[src/hw/rtl/bdpt_pkg.sv]
package bdpt_pkg;

	typedef enum logic [1:0] {
		PH_RELEASED     = 2'd0,
		PH_PRESS_WAIT   = 2'd1,
		PH_PRESSED      = 2'd2,
		PH_RELEASE_WAIT = 2'd3
	} phase_t;

	localparam logic CMD_SAMPLE = 1'b0;
	localparam logic CMD_CLEAR  = 1'b1;

	localparam int unsigned PADDR_W = 2;
	localparam logic [PADDR_W-1:0] REG_DEBOUNCE = 2'd0;
	localparam logic [15:0] DEBOUNCE_RST = 16'd100;

	typedef struct packed {
		logic        cmd;
		logic        level_pressed;
		logic [31:0] now_ms;
	} in_item_t;

	typedef struct packed {
		logic     valid;
		in_item_t item;
	} stage_t;

endpackage

[src/hw/rtl/bdpt_if.sv]
interface bdpt_in_if;
	logic        valid;
	logic        ready;
	logic        cmd;
	logic        level_pressed;
	logic [31:0] now_ms;

	modport source (output valid, cmd, level_pressed, now_ms, input ready);
	modport sink (input valid, cmd, level_pressed, now_ms, output ready);
endinterface

interface bdpt_out_if;
	logic        valid;
	logic        ready;
	logic [1:0]  fsm_state;
	logic [31:0] press_duration;
	logic        active;

	modport source (output valid, fsm_state, press_duration, active, input ready);
	modport sink (input valid, fsm_state, press_duration, active, output ready);
endinterface

[src/hw/rtl/bdpt_cfg.sv]
module bdpt_cfg (
	input  logic                        clk,
	input  logic                        arst_n,
	input  logic                        psel,
	input  logic                        penable,
	input  logic                        pwrite,
	input  logic [bdpt_pkg::PADDR_W-1:0] paddr,
	input  logic [31:0]                 pwdata,
	output logic [31:0]                 prdata,
	output logic                        pready,
	output logic [15:0]                 debounce_ms
);
	import bdpt_pkg::*;

	logic [15:0] debounce_q;
	logic        wr_en;

	assign pready = 1'b1;
	assign wr_en  = psel && penable && pwrite && (paddr == REG_DEBOUNCE);

	always_ff @(posedge clk or negedge arst_n) begin
		if (!arst_n) begin
			debounce_q <= DEBOUNCE_RST;
		end else if (wr_en) begin
			debounce_q <= pwdata[15:0];
		end
	end

	always_comb begin
		prdata = '0;
		if (paddr == REG_DEBOUNCE) begin
			prdata = {16'd0, debounce_q};
		end
	end

	assign debounce_ms = debounce_q;
endmodule

[src/hw/rtl/bdpt_in_stage.sv]
module bdpt_in_stage (
	input  logic              clk,
	input  logic              arst_n,
	bdpt_in_if.sink           sample,
	input  logic              take,
	output bdpt_pkg::stage_t  st_s1
);
	import bdpt_pkg::*;

	logic     valid_s1;
	in_item_t item_s1;
	logic     accept;

	assign sample.ready = !valid_s1 || take;
	assign accept       = sample.valid && sample.ready;

	always_ff @(posedge clk or negedge arst_n) begin
		if (!arst_n) begin
			valid_s1 <= 1'b0;
		end else if (accept) begin
			valid_s1 <= 1'b1;
		end else if (take) begin
			valid_s1 <= 1'b0;
		end
	end

	always_ff @(posedge clk) begin
		if (accept) begin
			item_s1.cmd           <= sample.cmd;
			item_s1.level_pressed <= sample.level_pressed;
			item_s1.now_ms        <= sample.now_ms;
		end
	end

	assign st_s1.valid = valid_s1;
	assign st_s1.item  = item_s1;
endmodule

[src/hw/rtl/bdpt_core.sv]
module bdpt_core (
	input  logic              clk,
	input  logic              arst_n,
	input  bdpt_pkg::stage_t  st_s1,
	input  logic [15:0]       debounce_ms,
	output logic              take,
	bdpt_out_if.source        result
);
	import bdpt_pkg::*;

	phase_t      phase_q, phase_d;
	logic [31:0] stamp_q, stamp_d;
	logic [31:0] deadline_q, deadline_d;
	logic [31:0] held_q, held_d;
	logic        out_valid_q;
	phase_t      out_phase_q;
	logic [31:0] out_dur_q;
	logic [31:0] now;
	logic [31:0] new_deadline;
	logic        timed_out;

	assign take         = st_s1.valid && (!out_valid_q || result.ready);
	assign now          = st_s1.item.now_ms;
	assign new_deadline = now + {16'd0, debounce_ms};
	assign timed_out    = now > deadline_q;

	always_comb begin
		phase_d    = phase_q;
		stamp_d    = stamp_q;
		deadline_d = deadline_q;
		held_d     = held_q;
		if (st_s1.item.cmd == CMD_CLEAR) begin
			held_d = '0;
		end else begin
			case (phase_q)
				PH_RELEASED: begin
					if (st_s1.item.level_pressed) begin
						stamp_d    = now;
						deadline_d = new_deadline;
						phase_d    = PH_PRESS_WAIT;
					end
				end
				PH_PRESS_WAIT: begin
					if (timed_out) begin
						phase_d = PH_PRESSED;
					end
				end
				PH_PRESSED: begin
					if (!st_s1.item.level_pressed) begin
						held_d     = now - stamp_q;
						deadline_d = new_deadline;
						phase_d    = PH_RELEASE_WAIT;
					end
				end
				PH_RELEASE_WAIT: begin
					if (timed_out) begin
						phase_d = PH_RELEASED;
					end
				end
				default: begin
					phase_d = PH_RELEASED;
				end
			endcase
		end
	end

	always_ff @(posedge clk or negedge arst_n) begin
		if (!arst_n) begin
			phase_q    <= PH_RELEASED;
			stamp_q    <= '0;
			deadline_q <= '0;
			held_q     <= '0;
		end else if (take) begin
			phase_q    <= phase_d;
			stamp_q    <= stamp_d;
			deadline_q <= deadline_d;
			held_q     <= held_d;
		end
	end

	always_ff @(posedge clk or negedge arst_n) begin
		if (!arst_n) begin
			out_valid_q <= 1'b0;
		end else if (take) begin
			out_valid_q <= 1'b1;
		end else if (result.ready) begin
			out_valid_q <= 1'b0;
		end
	end

	always_ff @(posedge clk) begin
		if (take) begin
			out_phase_q <= phase_d;
			out_dur_q   <= held_d;
		end
	end

	assign result.valid          = out_valid_q;
	assign result.fsm_state      = out_phase_q;
	assign result.press_duration = out_dur_q;
	assign result.active         = (out_phase_q != PH_RELEASED);
endmodule

[src/hw/rtl/button_debounce_press_timer_core.sv]
// Button debouncer with press-duration timer. Each item is either a sample
// (cmd 0: raw level plus millisecond time stamp) or a clear of the stored
// duration (cmd 1), and each item yields one result holding the debounce
// state, the last press duration and an active flag. An item taken is held in
// the input register until the state update takes it, which happens once the
// output register is empty or its result is being accepted; the update then
// writes the new state and result into the output register, which offers it. A
// new item is taken every cycle while the result side keeps up; the state
// registers close a loop of a single add, subtract and 32-bit compare. The
// debounce time sits at APB offset 0 (low 16 bits, reset 100 ms) and should be
// written only while no item is in flight.
module button_debounce_press_timer_core (
	input  logic                        clk,
	input  logic                        arst_n,
	bdpt_in_if.sink                     sample,
	bdpt_out_if.source                  result,
	input  logic                        psel,
	input  logic                        penable,
	input  logic                        pwrite,
	input  logic [bdpt_pkg::PADDR_W-1:0] paddr,
	input  logic [31:0]                 pwdata,
	output logic [31:0]                 prdata,
	output logic                        pready
);
	import bdpt_pkg::*;

	stage_t      st_s1;
	logic        take;
	logic [15:0] debounce_ms;

	bdpt_cfg u_cfg (
		.clk         (clk),
		.arst_n      (arst_n),
		.psel        (psel),
		.penable     (penable),
		.pwrite      (pwrite),
		.paddr       (paddr),
		.pwdata      (pwdata),
		.prdata      (prdata),
		.pready      (pready),
		.debounce_ms (debounce_ms)
	);

	bdpt_in_stage u_in_stage (
		.clk    (clk),
		.arst_n (arst_n),
		.sample (sample),
		.take   (take),
		.st_s1  (st_s1)
	);

	bdpt_core u_core (
		.clk         (clk),
		.arst_n      (arst_n),
		.st_s1       (st_s1),
		.debounce_ms (debounce_ms),
		.take        (take),
		.result      (result)
	);
endmodule

[src/flat_wrapper.sv]
// flat-port wrapper written by rule: the top's interface ports become plain ports
module button_debounce_press_timer_core_flat import bdpt_pkg::*;
  (clk, arst_n, psel, penable, pwrite, paddr, pwdata, prdata, pready, sample_valid, sample_cmd, sample_level_pressed, sample_now_ms, sample_ready, result_valid, result_fsm_state, result_press_duration, result_active, result_ready);
  bdpt_in_if sample_i ();
  bdpt_out_if result_i ();
  input  logic clk;
  input  logic arst_n;
  input  logic psel;
  input  logic penable;
  input  logic pwrite;
  input  logic [bdpt_pkg::PADDR_W-1:0] paddr;
  input  logic [31:0] pwdata;
  output logic [31:0] prdata;
  output logic pready;
  input wire logic [$bits(sample_i.valid)-1:0] sample_valid;
  input wire logic [$bits(sample_i.cmd)-1:0] sample_cmd;
  input wire logic [$bits(sample_i.level_pressed)-1:0] sample_level_pressed;
  input wire logic [$bits(sample_i.now_ms)-1:0] sample_now_ms;
  output wire logic [$bits(sample_i.ready)-1:0] sample_ready;
  output wire logic [$bits(result_i.valid)-1:0] result_valid;
  output wire logic [$bits(result_i.fsm_state)-1:0] result_fsm_state;
  output wire logic [$bits(result_i.press_duration)-1:0] result_press_duration;
  output wire logic [$bits(result_i.active)-1:0] result_active;
  input wire logic [$bits(result_i.ready)-1:0] result_ready;
  assign sample_i.valid = sample_valid;
  assign sample_i.cmd = sample_cmd;
  assign sample_i.level_pressed = sample_level_pressed;
  assign sample_i.now_ms = sample_now_ms;
  assign sample_ready = sample_i.ready;
  assign result_valid = result_i.valid;
  assign result_fsm_state = result_i.fsm_state;
  assign result_press_duration = result_i.press_duration;
  assign result_active = result_i.active;
  assign result_i.ready = result_ready;
  button_debounce_press_timer_core u_core (.clk(clk), .arst_n(arst_n), .sample(sample_i), .result(result_i), .psel(psel), .penable(penable), .pwrite(pwrite), .paddr(paddr), .pwdata(pwdata), .prdata(prdata), .pready(pready));
endmodule
[config.mk]
export PLATFORM = sky130hd
export DESIGN_NAME = button_debounce_press_timer_core_flat
export DESIGN_NICKNAME = d
export VERILOG_FILES = /design/src/hw/rtl/bdpt_pkg.sv /design/src/hw/rtl/bdpt_if.sv /design/src/hw/rtl/bdpt_cfg.sv /design/src/hw/rtl/bdpt_in_stage.sv /design/src/hw/rtl/bdpt_core.sv /design/src/hw/rtl/button_debounce_press_timer_core.sv /design/src/flat_wrapper.sv
export SDC_FILE = /design/constraint.sdc
export NUM_CORES = 1
export LEC_CHECK = 0
export BUFFER_PORTS_ARGS = -buffer_cell sky130_fd_sc_hd__buf_2
export CAP_MARGIN = 20
export CORE_UTILIZATION = 28
export DETAILED_ROUTE_END_ITERATION = 12
export PLACE_DENSITY = 0.46
export SYNTH_ARGS = -nofsm -noshare
export SYNTH_HDL_FRONTEND = slang
export SYNTH_HIERARCHICAL = 1
export SYNTH_SLANG_ARGS = --single-unit
[constraint.sdc]
create_clock -name clk -period 4 [get_ports clk]
set_clock_uncertainty 0.2 [all_clocks]
set_input_delay 0.2 -clock clk [delete_from_list [all_inputs] [get_ports clk]]
set_output_delay 0.2 -clock clk [all_outputs]
set_load 0.005 [all_outputs]
==> flow_summary_export.csv <==
group,metric,value,unit
outcome,status,"finished clean",
clock_tree,htreeDepth,4,
clock_tree,clock_latency,450,ps
timing,hold_viol,0,
timing,fin_hold_ws,123,ps
clock_tree,cts_inserted_buffers,17,
synthesis,synth_seq_cells,184,
finish,drive_above_1_share,0.197,
finish,antenna_cells,0,
power,power_density,637,mW/mm²
synthesis,synthDistinctLibCells,85,
power,peakVddDrop,0.356,mV
route,vias,7879,
global_routing,grt_pass1_vias,7897,
timing,tightestPinTransition,1010,ps
worst_setup_path,critical_path_required,3990,ps
floorplan,core,0.0380,mm²
route,post_drt_wl_per_cell,15.2,µm
global_routing,grt_max_degree,61,
floorplan,die_height,199,µm
clock_tree,cts.clk_slew.worst_paths,80,ps
floorplan,dieArea,0.0398,mm²
global_routing,grt_pass1_wl,43100,µm
flow_run,cap_violations,0,
synthesis,synth.avg_cell_area,10.4,µm²
synthesis,syn_inst,1054,
finish,layout.nets,1367,
synthesis,synth_edf_count,68,
placed_design,io_buffers,111,
synthesis,netlist_area,0.0109,mm²
route,ant_nets,0,
synthesis,synthArstFlopShare,0.630,
timing,rsz0062_at_grt,"no",
route,drtPass1Iterations,4,
floorplan,initial_core_util,0.287,
worst_setup_path,crit_fanout,4,
timing,maxSlewViolCount,0,
clock_tree,cts_root_buf,"clkbuf_16",
placed_design,hpwl,19300,µm
timing,relSlewSlack,0.326,
global_routing,grt-ovfl-total,0,
clock_tree,cts_resized,0,
placed_design,place_congestion,0.790,
timing,period_needed,3420,ps
floorplan,ios,145,
clock_tree,clockBufferDepth,2,
worst_setup_path,critPathCaptureType,"flip-flop",
finish,syn_to_final_growth,19.4,%
worst_setup_path,crit_type,"flip-flop to flip-flop",
timing,fin_crit_sh,0.856,
route,wl,26300,µm
route,drc_errors,0,
global_routing,antenna_found_initial,0,
route,drtIter0Drc,401,
floorplan,die_w,199,µm
route,viasPerCell,4.54,
hold_path,worstHoldPathType,"input port to flip-flop",
timing,finalSetupViolations,0,
synthesis,synth-main-ff-cell,"dfrtp_1",
clock_tree,cts_sinks,184,
worst_setup_path,setup.worst_path.start_class,"flip-flop",
timing,final.setup.tns,0,ps
power,p_leak,5.81,nW
floorplan,rows,71,
global_routing,grtUsageTotal,0.139,
synthesis,yosysWarnings,6,
timing,max_freq,292,MHz
synthesis,seq_area_frac_synth,0.453,
clock_tree,cts_tree,"done",
worst_setup_path,arrival,3420,ps
-- layout by cell type, fill, tap and decap left out, types with 11 or more instances in the layout --
cell / synthesis / layout
o21ai_0: 66 / 66
nand4_1: 14 / 14
dfrtp_1: 113 / 113
conb_1: 2 / 17
edfxtp_1: 68 / 68
dlygate4sd3_1: 0 / 53
a21oi_1: 59 / 59
buf_2: 0 / 110
a21boi_0: 11 / 11
nor2_1: 39 / 39
clkbuf_16: 0 / 17
nand2_1: 132 / 132
ha_1: 79 / 79
a21o_1: 27 / 27
inv_1: 73 / 72
xor2_1: 34 / 34
and2_1: 21 / 21
xnor2_1: 23 / 23
mux2_2: 34 / 34
nand3_1: 18 / 18
buf_4: 18 / 18
o211ai_1: 11 / 11
-- timing repair --
item	CTS	global route
hold buffers	53	0
setup buffers	0	0
endpoints found under the hold margin	107	0
-- state kept, by name, indices dropped and copies added, names as in the netlist, 2 cells and up --
name and count:
u_core/u_cfg/debounce_ms 16, u_core/u_core/phase_q 2, u_core/u_core/held_q 32, u_core/u_core/stamp_q 32, u_core/u_core/deadline_q 32, u_core/u_in_stage/st_s1 34, u_core/u_core/result.press_duration 32, u_core/u_core/result.fsm_state 2
-- worst paths after layout --
| check | from | to | slack (ps) | cells after the start |
|---|---|---|---|---|
| min in group asynchronous | arst_n | u_core/u_cfg/debounce_ms[3]$_DFFE_PN0P_ | 210 | 2 |
| max in group asynchronous | arst_n | u_core/u_core/stamp_q[29]$_DFFE_PN0P_ | 2450 | 3 |
| max | u_core/u_in_stage/st_s1[0]$_DFFE_PP_ | u_core/u_core/result.press_duration[24]$_DFFE_PP_ | 580 | 12 |
| max reg2reg | u_core/u_in_stage/st_s1[0]$_DFFE_PP_ | u_core/u_core/result.press_duration[24]$_DFFE_PP_ | 580 | 12 |
| min reg2reg | u_core/u_core/held_q[8]$_DFFE_PN0P_ | u_core/u_core/held_q[8]$_DFFE_PN0P_ | 280 | 2 |
| min | penable | u_core/u_cfg/debounce_ms[14]$_DFFE_PN0P_ | 120 | 3 |
-- area by class of cell --
class,instances,area (µm²)
clock buffers,17,425
inverters,74,278
flip-flops and latches,184,4950
clock inverters,15,155
repair buffers,181,1220
well taps,511,639
multi-input cells,753,5380
fillers,3927,25000
-- where the power goes --
| part | switching (mW) | internal [mW] | total, mW |
|---|---|---|---|
| combinational | 2.08 | 1.59 | 3.68 |
| clock | 0.822 | 0.885 | 1.71 |
| sequential | 0.323 | 2.60 | 2.92 |
| total | 3.23 | 5.08 | 8.31 |
-- synthesized netlist by cell type, drive strengths merged, types with 15 or more instances --
master | instances | area (µm²)
nand2 | 132 | 495
dfrtp | 113 | 2830
clkbuf | 34 | 169
a21oi | 61 | 313
edfxtp | 68 | 2040
nand3 | 18 | 90.1
xor2 | 34 | 298
ha | 79 | 988
xnor2 | 23 | 201
and2 | 22 | 140
nor2 | 40 | 158
inv | 73 | 274
a21o | 27 | 203
buf | 24 | 211
mux2 | 50 | 601
nand4 | 15 | 100
o21ai | 75 | 383
-- stage by stage --
stage	instance area [µm²]	std cells	power (mW)	util	worst slack (ps)
after floorplan	11000	1069	5.70	-	875
after global placement	11900	1650	6.57	0.314	584
after detailed placement	11900	1650	6.64	0.314	578
after CTS	13000	1735	8.43	0.343	553
after global routing	13000	1735	9.05	0.343	334
final	13000	1735	8.31	0.343	575
-- critical path: stages (launching register included) --
cell,delay (ps)
edfxtp_1,390
inv_1,140
ha_1,190
inv_1,60
fa_1,430
a211oi_2,300
o211ai_2,160
nand3_1,190
a21boi_2,110
o32ai_4,420
o21a_1,260
nor4_1,70
a211o_1,240
-- logic make-up (layout without fill, tap and decap cells) --
group,after synthesis,count (layout),share of synthesized area
flops,184,184,0.453
buf+inv,132,287,0.0603
compound gates,266,266,0.167
fa+ha+maj,81,81,0.0942
other cells,2,17,0.000688
mux,51,51,0.0559
simple gates,281,281,0.123
xor+xnor,57,57,0.0457
-- per-layer routing --
layer / wire (µm) / GRT usage / vias up
li1: - / - / 4036
met1: 13900 / 0.203 / 3688
met2: 11200 / 0.211 / 136
met3: 807 / 0.0209 / 19
met4: 366 / 0.0410 / 0
met5: 0 / 0 / -
Power figures use the tool's default switching activity.
